--- src/positional_list_engine_macros.svh ---
// Assertion macros shared by the positional list engine.
`ifndef POSITIONAL_LIST_ENGINE_MACROS_SVH
`define POSITIONAL_LIST_ENGINE_MACROS_SVH

// Checked only outside reset.
`define PLE_ASSERT(lbl, prop, msg) \
    lbl: assert property (@(posedge clk) disable iff (!rst_n) prop) \
        else $error(msg);

// Checked at every edge, reset included.
`define PLE_ASSERT_ALWAYS(lbl, prop, msg) \
    lbl: assert property (@(posedge clk) prop) else $error(msg);

`endif

--- src/ple_pkg.sv ---
// Types and constants of the positional list engine.
package ple_pkg;

    localparam int POS_W = 6;

    localparam logic [2:0] OP_APPEND   = 3'd0;
    localparam logic [2:0] OP_INSERT   = 3'd1;
    localparam logic [2:0] OP_DELETE   = 3'd2;
    localparam logic [2:0] OP_SWAP     = 3'd3;
    localparam logic [2:0] OP_READ_FWD = 3'd4;
    localparam logic [2:0] OP_READ_BWD = 3'd5;

    localparam logic [1:0] ST_OK    = 2'd0;
    localparam logic [1:0] ST_RANGE = 2'd1;
    localparam logic [1:0] ST_EMPTY = 2'd2;
    localparam logic [1:0] ST_FULL  = 2'd3;

    typedef struct packed {
        logic [2:0]         opcode;
        logic signed [31:0] value_in;
        logic [POS_W-1:0]   pos_a;
        logic [POS_W-1:0]   pos_b;
    } req_t;

    typedef struct packed {
        logic [1:0]         status;
        logic signed [31:0] value_out;
        logic [POS_W-1:0]   index_out;
        logic               last;
    } rsp_t;

    typedef enum logic [2:0] {
        CM_HOLD,
        CM_LOAD,
        CM_INSERT,
        CM_DELETE,
        CM_ROT_LEFT,
        CM_ROT_RIGHT
    } cell_mode_t;

    typedef struct packed {
        cell_mode_t         mode;
        logic [POS_W-1:0]   pos;
        logic signed [31:0] value;
    } cell_ctrl_t;

    typedef enum logic [2:0] {
        S_IDLE,
        S_SKIP,
        S_EMIT,
        S_SCAN,
        S_WRITE,
        S_FINISH
    } state_t;

endpackage

--- src/ple_cell.sv ---
// One list cell: holds one entry and trades it with its neighbors.
module ple_cell (
    input  logic                      clk,
    input  ple_pkg::cell_ctrl_t       ctrl,
    input  logic [ple_pkg::POS_W-1:0] cell_idx,
    input  logic signed [31:0]        left,
    input  logic signed [31:0]        right,
    output logic signed [31:0]        value
);
    import ple_pkg::*;

    logic signed [31:0] value_reg;
    logic signed [31:0] value_next;

    always_comb
    begin
        unique case (ctrl.mode)
            CM_HOLD:      value_next = value_reg;
            CM_LOAD:      value_next = (cell_idx == ctrl.pos) ? ctrl.value : value_reg;
            CM_INSERT:
            begin
                if (cell_idx == ctrl.pos)
                    value_next = ctrl.value;
                else if (cell_idx > ctrl.pos)
                    value_next = left;
                else
                    value_next = value_reg;
            end
            CM_DELETE:    value_next = (cell_idx >= ctrl.pos) ? right : value_reg;
            CM_ROT_LEFT:  value_next = right;
            CM_ROT_RIGHT: value_next = left;
            default:      value_next = value_reg;
        endcase
    end

    always_ff @(posedge clk)
    begin
        value_reg <= value_next;
    end

    assign value = value_reg;

endmodule

--- src/positional_list_engine.sv ---
// Top level of the positional list engine: cell row and request sequencer.
//
//  channel | valid     | stall     | payload
//  --------+-----------+-----------+--------------------
//  request | req_valid | req_stall | req (ple_pkg::req_t)
//  result  | rsp_valid | rsp_stall | rsp (ple_pkg::rsp_t)
//
// Append, insert, delete and error cases: no ring pass, cells update in parallel.
// Reads: the ring makes a full turn, one entry per emit cycle while not stalled.
// Swap: two ring passes (capture, then write back), then a finish state.
// A request is held in a command register, so a new one is taken while a result waits.
// rsp_stall freezes the ring only during emit cycles. Reset empties the list.
`include "positional_list_engine_macros.svh"

module positional_list_engine #(
    parameter int DEPTH = 32
) (
    input  logic          clk,
    input  logic          rst_n,
    input  logic          req_valid,
    output logic          req_stall,
    input  ple_pkg::req_t req,
    output logic          rsp_valid,
    input  logic          rsp_stall,
    output ple_pkg::rsp_t rsp
);
    import ple_pkg::*;

    localparam int CW = $clog2(DEPTH + 1);
    localparam int XW = ((CW > POS_W) ? CW : POS_W) + 1;

    state_t             state_reg, state_next;
    logic [CW-1:0]      count_reg, count_next;
    logic [CW-1:0]      step_reg, step_next;
    logic               cmd_valid_reg, cmd_valid_next;
    req_t               cmd_reg;
    logic signed [31:0] swap_a_reg, swap_b_reg;
    logic               rsp_valid_reg, rsp_valid_next;
    rsp_t               rsp_reg, rsp_next;

    logic signed [31:0] cell_val [DEPTH];
    logic signed [31:0] left_val [DEPTH];
    logic signed [31:0] right_val [DEPTH];
    logic signed [31:0] wrap_val;
    logic signed [31:0] emit_val;
    cell_ctrl_t         cell_ctrl;

    logic               req_accept;
    logic               slot_free;
    logic               cmd_done;
    logic               rsp_load;
    logic               cap_a, cap_b;
    logic               full, empty, is_bwd;
    logic [XW-1:0]      n_x, pa_x, pb_x, step_x, step_inc_x;
    logic               at_a, at_b;

    // decode of the pending request for edits that need no ring pass
    logic               single;
    logic [1:0]         single_st;
    cell_mode_t         edit_mode;
    logic [POS_W-1:0]   edit_pos;
    logic               cnt_inc, cnt_dec;

    assign slot_free  = !rsp_valid_reg || !rsp_stall;
    assign req_stall  = cmd_valid_reg && !cmd_done;
    assign req_accept = req_valid && !req_stall;

    assign full       = (count_reg == CW'(DEPTH));
    assign empty      = (count_reg == '0);
    assign is_bwd     = (cmd_reg.opcode == OP_READ_BWD);
    assign n_x        = XW'(count_reg);
    assign pa_x       = XW'(cmd_reg.pos_a);
    assign pb_x       = XW'(cmd_reg.pos_b);
    assign step_x     = XW'(step_reg);
    assign step_inc_x = step_x + XW'(1);
    assign at_a       = (step_inc_x == pa_x);
    assign at_b       = (step_inc_x == pb_x);
    assign emit_val   = is_bwd ? cell_val[DEPTH-1] : cell_val[0];

    // ring of cells
    for (genvar g = 0; g < DEPTH; g++)
    begin : g_cell
        if (g == 0)
        begin : g_head
            assign left_val[g] = cell_val[DEPTH-1];
        end
        else
        begin : g_mid_l
            assign left_val[g] = cell_val[g-1];
        end

        if (g == DEPTH - 1)
        begin : g_tail
            assign right_val[g] = wrap_val;
        end
        else
        begin : g_mid_r
            assign right_val[g] = cell_val[g+1];
        end

        ple_cell u_cell (
            .clk      (clk),
            .ctrl     (cell_ctrl),
            .cell_idx (POS_W'(g)),
            .left     (left_val[g]),
            .right    (right_val[g]),
            .value    (cell_val[g])
        );
    end

    always_comb
    begin
        single    = 1'b1;
        single_st = ST_RANGE;
        edit_mode = CM_HOLD;
        edit_pos  = '0;
        cnt_inc   = 1'b0;
        cnt_dec   = 1'b0;
        unique case (cmd_reg.opcode)
            OP_APPEND:
            begin
                if (full)
                    single_st = ST_FULL;
                else
                begin
                    single_st = ST_OK;
                    edit_mode = CM_LOAD;
                    edit_pos  = POS_W'(count_reg);
                    cnt_inc   = 1'b1;
                end
            end
            OP_INSERT:
            begin
                if (cmd_reg.pos_a == '0 || pa_x > n_x + XW'(1))
                    single_st = ST_RANGE;
                else if (full)
                    single_st = ST_FULL;
                else
                begin
                    single_st = ST_OK;
                    edit_mode = CM_INSERT;
                    edit_pos  = cmd_reg.pos_a - POS_W'(1);
                    cnt_inc   = 1'b1;
                end
            end
            OP_DELETE:
            begin
                if (empty)
                    single_st = ST_EMPTY;
                else if (cmd_reg.pos_a == '0 || pa_x > n_x)
                    single_st = ST_RANGE;
                else
                begin
                    single_st = ST_OK;
                    edit_mode = CM_DELETE;
                    edit_pos  = cmd_reg.pos_a - POS_W'(1);
                    cnt_dec   = 1'b1;
                end
            end
            OP_SWAP:
            begin
                if (empty)
                    single_st = ST_EMPTY;
                else if (cmd_reg.pos_a == '0 || pa_x > n_x ||
                         cmd_reg.pos_b == '0 || pb_x > n_x)
                    single_st = ST_RANGE;
                else
                    single = 1'b0;
            end
            OP_READ_FWD, OP_READ_BWD:
            begin
                if (empty)
                    single_st = ST_EMPTY;
                else
                    single = 1'b0;
            end
            default: single_st = ST_RANGE;
        endcase
    end

    // next state
    always_comb
    begin
        state_next = state_reg;
        step_next  = step_reg;
        cmd_done   = 1'b0;
        unique case (state_reg)
            S_IDLE:
            begin
                if (cmd_valid_reg)
                begin
                    if (single)
                        cmd_done = slot_free;
                    else
                    begin
                        step_next = '0;
                        if (cmd_reg.opcode == OP_SWAP)
                            state_next = S_SCAN;
                        else if (is_bwd && !full)
                            state_next = S_SKIP;
                        else
                            state_next = S_EMIT;
                    end
                end
            end
            S_SKIP:
            begin
                if (step_inc_x == XW'(DEPTH) - n_x)
                begin
                    step_next = '0;
                    if (is_bwd)
                        state_next = S_EMIT;
                    else
                    begin
                        state_next = S_IDLE;
                        cmd_done   = 1'b1;
                    end
                end
                else
                    step_next = step_reg + CW'(1);
            end
            S_EMIT:
            begin
                if (slot_free)
                begin
                    if (step_inc_x == n_x)
                    begin
                        step_next = '0;
                        if (!is_bwd && !full)
                            state_next = S_SKIP;
                        else
                        begin
                            state_next = S_IDLE;
                            cmd_done   = 1'b1;
                        end
                    end
                    else
                        step_next = step_reg + CW'(1);
                end
            end
            S_SCAN:
            begin
                if (step_inc_x == XW'(DEPTH))
                begin
                    step_next  = '0;
                    state_next = S_WRITE;
                end
                else
                    step_next = step_reg + CW'(1);
            end
            S_WRITE:
            begin
                if (step_inc_x == XW'(DEPTH))
                begin
                    step_next  = '0;
                    state_next = S_FINISH;
                end
                else
                    step_next = step_reg + CW'(1);
            end
            S_FINISH:
            begin
                if (slot_free)
                begin
                    state_next = S_IDLE;
                    cmd_done   = 1'b1;
                end
            end
            default: state_next = S_IDLE;
        endcase
    end

    // outputs
    always_comb
    begin
        cell_ctrl.mode  = CM_HOLD;
        cell_ctrl.pos   = edit_pos;
        cell_ctrl.value = cmd_reg.value_in;
        wrap_val        = cell_val[0];
        rsp_load        = 1'b0;
        rsp_next.status    = ST_OK;
        rsp_next.value_out = '0;
        rsp_next.index_out = '0;
        rsp_next.last      = 1'b1;
        cap_a      = 1'b0;
        cap_b      = 1'b0;
        count_next = count_reg;
        unique case (state_reg)
            S_IDLE:
            begin
                if (cmd_valid_reg && single && slot_free)
                begin
                    cell_ctrl.mode  = edit_mode;
                    rsp_load        = 1'b1;
                    rsp_next.status = single_st;
                    if (cnt_inc)
                        count_next = count_reg + CW'(1);
                    else if (cnt_dec)
                        count_next = count_reg - CW'(1);
                end
            end
            S_SKIP:
            begin
                cell_ctrl.mode = is_bwd ? CM_ROT_RIGHT : CM_ROT_LEFT;
            end
            S_EMIT:
            begin
                if (slot_free)
                begin
                    cell_ctrl.mode     = is_bwd ? CM_ROT_RIGHT : CM_ROT_LEFT;
                    rsp_load           = 1'b1;
                    rsp_next.value_out = emit_val;
                    rsp_next.index_out = is_bwd ? POS_W'(n_x - step_x) : POS_W'(step_inc_x);
                    rsp_next.last      = (step_inc_x == n_x);
                end
            end
            S_SCAN:
            begin
                // cell 0 holds the entry at position step+1
                cell_ctrl.mode = CM_ROT_LEFT;
                cap_a          = at_a;
                cap_b          = at_b;
            end
            S_WRITE:
            begin
                cell_ctrl.mode = CM_ROT_LEFT;
                if (at_a)
                    wrap_val = swap_b_reg;
                else if (at_b)
                    wrap_val = swap_a_reg;
            end
            S_FINISH:
            begin
                rsp_load = slot_free;
            end
            default: cell_ctrl.mode = CM_HOLD;
        endcase
    end

    always_comb
    begin
        if (req_accept)
            cmd_valid_next = 1'b1;
        else if (cmd_done)
            cmd_valid_next = 1'b0;
        else
            cmd_valid_next = cmd_valid_reg;

        if (rsp_load)
            rsp_valid_next = 1'b1;
        else if (!rsp_stall)
            rsp_valid_next = 1'b0;
        else
            rsp_valid_next = rsp_valid_reg;
    end

    always_ff @(posedge clk or negedge rst_n)
    begin
        if (!rst_n)
        begin
            state_reg     <= S_IDLE;
            count_reg     <= '0;
            step_reg      <= '0;
            cmd_valid_reg <= 1'b0;
            rsp_valid_reg <= 1'b0;
        end
        else
        begin
            state_reg     <= state_next;
            count_reg     <= count_next;
            step_reg      <= step_next;
            cmd_valid_reg <= cmd_valid_next;
            rsp_valid_reg <= rsp_valid_next;
        end
    end

    always_ff @(posedge clk)
    begin
        if (req_accept)
            cmd_reg <= req;
        if (rsp_load)
            rsp_reg <= rsp_next;
        if (cap_a)
            swap_a_reg <= cell_val[0];
        if (cap_b)
            swap_b_reg <= cell_val[0];
    end

    assign rsp_valid = rsp_valid_reg;
    assign rsp       = rsp_reg;

    `PLE_ASSERT_ALWAYS(a_count_max, !rst_n || count_reg <= CW'(DEPTH), "entry count above depth")
    `PLE_ASSERT(a_busy_has_cmd, state_reg != S_IDLE |-> cmd_valid_reg, "sequencer busy with no request")
    `PLE_ASSERT(a_count_on_edit, !$stable(count_reg) |-> $past(state_reg == S_IDLE && cmd_valid_reg), "count changed outside an edit")
    `PLE_ASSERT(a_rsp_from_cmd, $rose(rsp_valid) |-> $past(cmd_valid_reg), "result without a pending request")

endmodule
--- config.mk ---
export PLATFORM = sky130hd
export DESIGN_NAME = positional_list_engine
export DESIGN_NICKNAME = d
export VERILOG_FILES = /design/src/ple_pkg.sv /design/src/ple_cell.sv /design/src/positional_list_engine.sv
export VERILOG_INCLUDE_DIRS = /design/src /design/src/src
export SDC_FILE = /design/constraint.sdc
export NUM_CORES = 2
export LEC_CHECK = 0
export BUFFER_PORTS_ARGS = -buffer_cell sky130_fd_sc_hd__buf_2
export CAP_MARGIN = 30
export CORE_MARGIN = 5
export CORE_UTILIZATION = 44
export CTS_BUF_LIST = sky130_fd_sc_hd__clkbuf_16
export DETAILED_ROUTE_END_ITERATION = 10
export RECOVER_POWER = 25
export SYNTH_ARGS = -nofsm -noshare
export SYNTH_HDL_FRONTEND = slang
export SYNTH_SLANG_ARGS = --single-unit
--- constraint.sdc ---
create_clock -name clk -period 16.7 [get_ports clk]
set_clock_uncertainty 0.15 [all_clocks]
set_input_delay 1.67 -clock clk [delete_from_list [all_inputs] [get_ports clk]]
set_output_delay 1.67 -clock clk [all_outputs]
set_load 0.02 [all_outputs]
==> flow_metrics.env <==
export IMPL_synth_cell_types=91
export IMPL_period_share=0.5236
export IMPL_wl_per_cell_um=32.01
export IMPL_antenna_found_initial=5
export IMPL_grt_busiest_layer="met2"
export IMPL_setup_viol=0
export IMPL_port_buffers=93
export IMPL_die_w_um=376.8
export IMPL_fin_hold_ws_ns=0.3950
export IMPL_cts_root_buf="clkbuf_16"
export IMPL_worstSetupStartpointType="register"
export IMPL_grt_first_pass_wirelength_um=299800
export IMPL_grt_max_degree=252
export IMPL_regToRegStartpoint="count_reg[1]"
export IMPL_hp_class="register to register"
export IMPL_drt_first_pass_iters=10
export IMPL_dp_hpwl_um=128000
export IMPL_fp_dieH_um=376.8
export IMPL_slew_viol_final=544
export IMPL_post_cts_buffers=0
export IMPL_tightest_slew_ns=3.066
export IMPL_met2_usage=0.4258
export IMPL_layout_min_cycle_time_ns=8.744
export IMPL_fmax_mhz=114.4
export IMPL_r2r_slack_ns=7.96
export IMPL_path_clk_slew_ns=0.06
export IMPL_synth_seq_cells=1193
export IMPL_vias=44390
export IMPL_cap_violations=16
export IMPL_routed_via_density=6.833
export IMPL_track_usage=0.2833
export IMPL_final_layout_size_suffix_gt1_frac=0.1053
export IMPL_final_cell_mix="edfxtp_1, a221o_1, nand2_1"
export IMPL_grt_met3_usage=0.06633
export IMPL_stdcell_area_mm2=0.06551
export IMPL_critPathMaxFanout=32
export IMPL_tritoncts="yes"
export IMPL_core_mm2=0.1336
export IMPL_synth_fp_nets=4797
export IMPL_cts_hold_buf=0
export IMPL_insertedDiodeCount=0
export IMPL_cts_buffer_depth=3
export IMPL_regToRegEndpoint="g_cell[18].u_cell.value[17]"
export IMPL_drc=0
export IMPL_synthFlopType="edfxtp_1"
export IMPL_critical_path_class="register to register"
export IMPL_grtUsageMet1=0.4031
export IMPL_tns_ns=0
export IMPL_hold_viol_final=0
export IMPL_ios=94
export IMPL_cts_buffers=133
export IMPL_netlist_instances=4713
export IMPL_synth_edff_count=1176
export IMPL_nets=4707
export IMPL_drt_first_iter_violations=7342
export IMPL_grt_pass1_vias=42360
export IMPL_wl_um=208000
export IMPL_place_area_mm2=0.06165
export IMPL_ys_async_sr_fraction=0.01425
export IMPL_hold_depth=2
export IMPL_cts_sinks=1193
export IMPL_largest_reg_flops=1024
export IMPL_timing_critical_path_from="count_reg[1]"
export IMPL_violations="max-capacitance violations, max-slew violations"
export IMPL_cts_resized=0
export IMPL_grt_overflow_total=0
export IMPL_place_gp_congestion=0.9031
export IMPL_ant_nets=0
export IMPL_h_tree_depth=4
export IMPL_cp_arrival_ns=9.22
export IMPL_insertion_delay_ns=0.79
export IMPL_status="finished with violations"
export IMPL_yosysSeqAreaShare=0.6037
export IMPL_cp_endpoint="g_cell[18].u_cell.value[17]"
export IMPL_syn_area_per_cell_um2=12.56
export IMPL_die_area_mm2=0.1420
export IMPL_yosys_warnings=0
export IMPL_area_growth_pct=10.65
export IMPL_fin_util=0.4903
export IMPL_worst_setup_path_end_kind="register"
export IMPL_rsz0062_at_grt="false"
export IMPL_synth_area_mm2=0.05920
export IMPL_max_slew_margin_rel=-1.044
export IMPL_worst_r2r_cell_count=13
export IMPL_mostFrequentLayoutCell="edfxtp_1"
export IMPL_fp_row_count=134
export IMPL_required_ns=17.17
export IMPL_start_util=0.4431
synthesized netlist by cell type (8+ instances only):
library cell / n / area [um^2]
and2_0: 10 / 62.56
dfrtp_1: 17 / 425.4
nor2b_1: 102 / 638.1
nand2b_1: 9 / 56.30
nand3_1: 32 / 160.2
ha_1: 31 / 387.9
a221o_1: 577 / 5776
a21o_1: 147 / 1104
a21oi_1: 104 / 520.5
a22oi_1: 186 / 1396
clkbuf_1: 262 / 983.4
edfxtp_1: 1176 / 35310
o21ai_1: 39 / 195.2
inv_1: 176 / 660.6
nor3_1: 24 / 120.1
o22ai_1: 35 / 219.0
and2_1: 417 / 2609
xnor2_1: 27 / 236.5
a22oi_2: 10 / 125.1
buf_2: 166 / 830.8
nand4_1: 9 / 56.30
nor2_1: 104 / 390.4
a31oi_1: 8 / 50.05
buf_4: 11 / 82.58
o21ai_4: 9 / 146.4
or3_1: 10 / 62.56
buf_6: 20 / 225.2
xor2_1: 14 / 122.6
buf_1: 16 / 60.06
a222oi_1: 123 / 1231
nand2_1: 440 / 1652
o21ai_0: 108 / 540.5
a22o_1: 167 / 1463
per-layer routing:
metal	share of wire	routed length [um]
met2	0.45	92560
met4	0.038	7915
met3	0.11	23890
met5	0.000063	13
met1	0.40	83580
metrics by stage:
| step | std cells | worst slack, ns |
|---|---|---|
| finish | 6497 | 7.956 |
| global route | 6497 | 7.679 |
| CTS | 6495 | 9.177 |
| detailed placement | 6254 | 9.123 |
| global placement | 6236 | 9.208 |
| floorplan | 4713 | 10.59 |
worst max-delay path: stages, from the launching register on:
cell and delay, ns:
dfrtp_1 0.54, inv_1 0.34, ha_1 0.32, nor4b_1 0.80, a21boi_0 0.52, nand3_1 0.40
a2111oi_0 0.25, clkbuf_1 0.37, nor2_1 1.55, clkbuf_1 0.91, a21o_1 0.16, clkbuf_1 1.72
a22oi_1 0.35, nand2_1 0.16
worst min path at each step:
stage | from | endpoint | slack (ns)
2_1_floorplan | g_cell[0].u_cell.value[0] | swap_a_reg[0] | 0.34
3_3_place_gp | g_cell[7].u_cell.value[31] | g_cell[8].u_cell.value[31] | 0.37
3_5_place_dp | g_cell[7].u_cell.value[3] | g_cell[8].u_cell.value[3] | 0.38
4_1_cts | g_cell[7].u_cell.value[18] | g_cell[8].u_cell.value[18] | 0.39
5_1_grt | g_cell[7].u_cell.value[6] | g_cell[8].u_cell.value[6] | 0.42
6_report | g_cell[7].u_cell.value[9] | g_cell[8].u_cell.value[9] | 0.40
cell type report:
cell class              instances  area, um^2
clock buffers                 139        3478
clock inverters               102       613.1
fillers                     11740       68110
inverters                     177       664.4
multi-input cells            2868       21060
flip-flops and latches       1193       35740
well taps                    1768        2212
repair buffers                250        1740
cells by family after synthesis:
logic type               count (synthesis)  synth area share
adder cells (fa/ha/maj)                 33          0.007228
flip-flops                            1193            0.6037
AND/OR/NAND/NOR                       1200            0.1040
multiplexers                             5         0.0008876
buffers and inverters                  652           0.04808
XOR/XNOR                                44          0.007207
AO/OA/AOI/OAI                         1586            0.2289
Power is not shown: default switching activity piles up to over one toggle a cycle in this logic, so the estimate is an artifact.
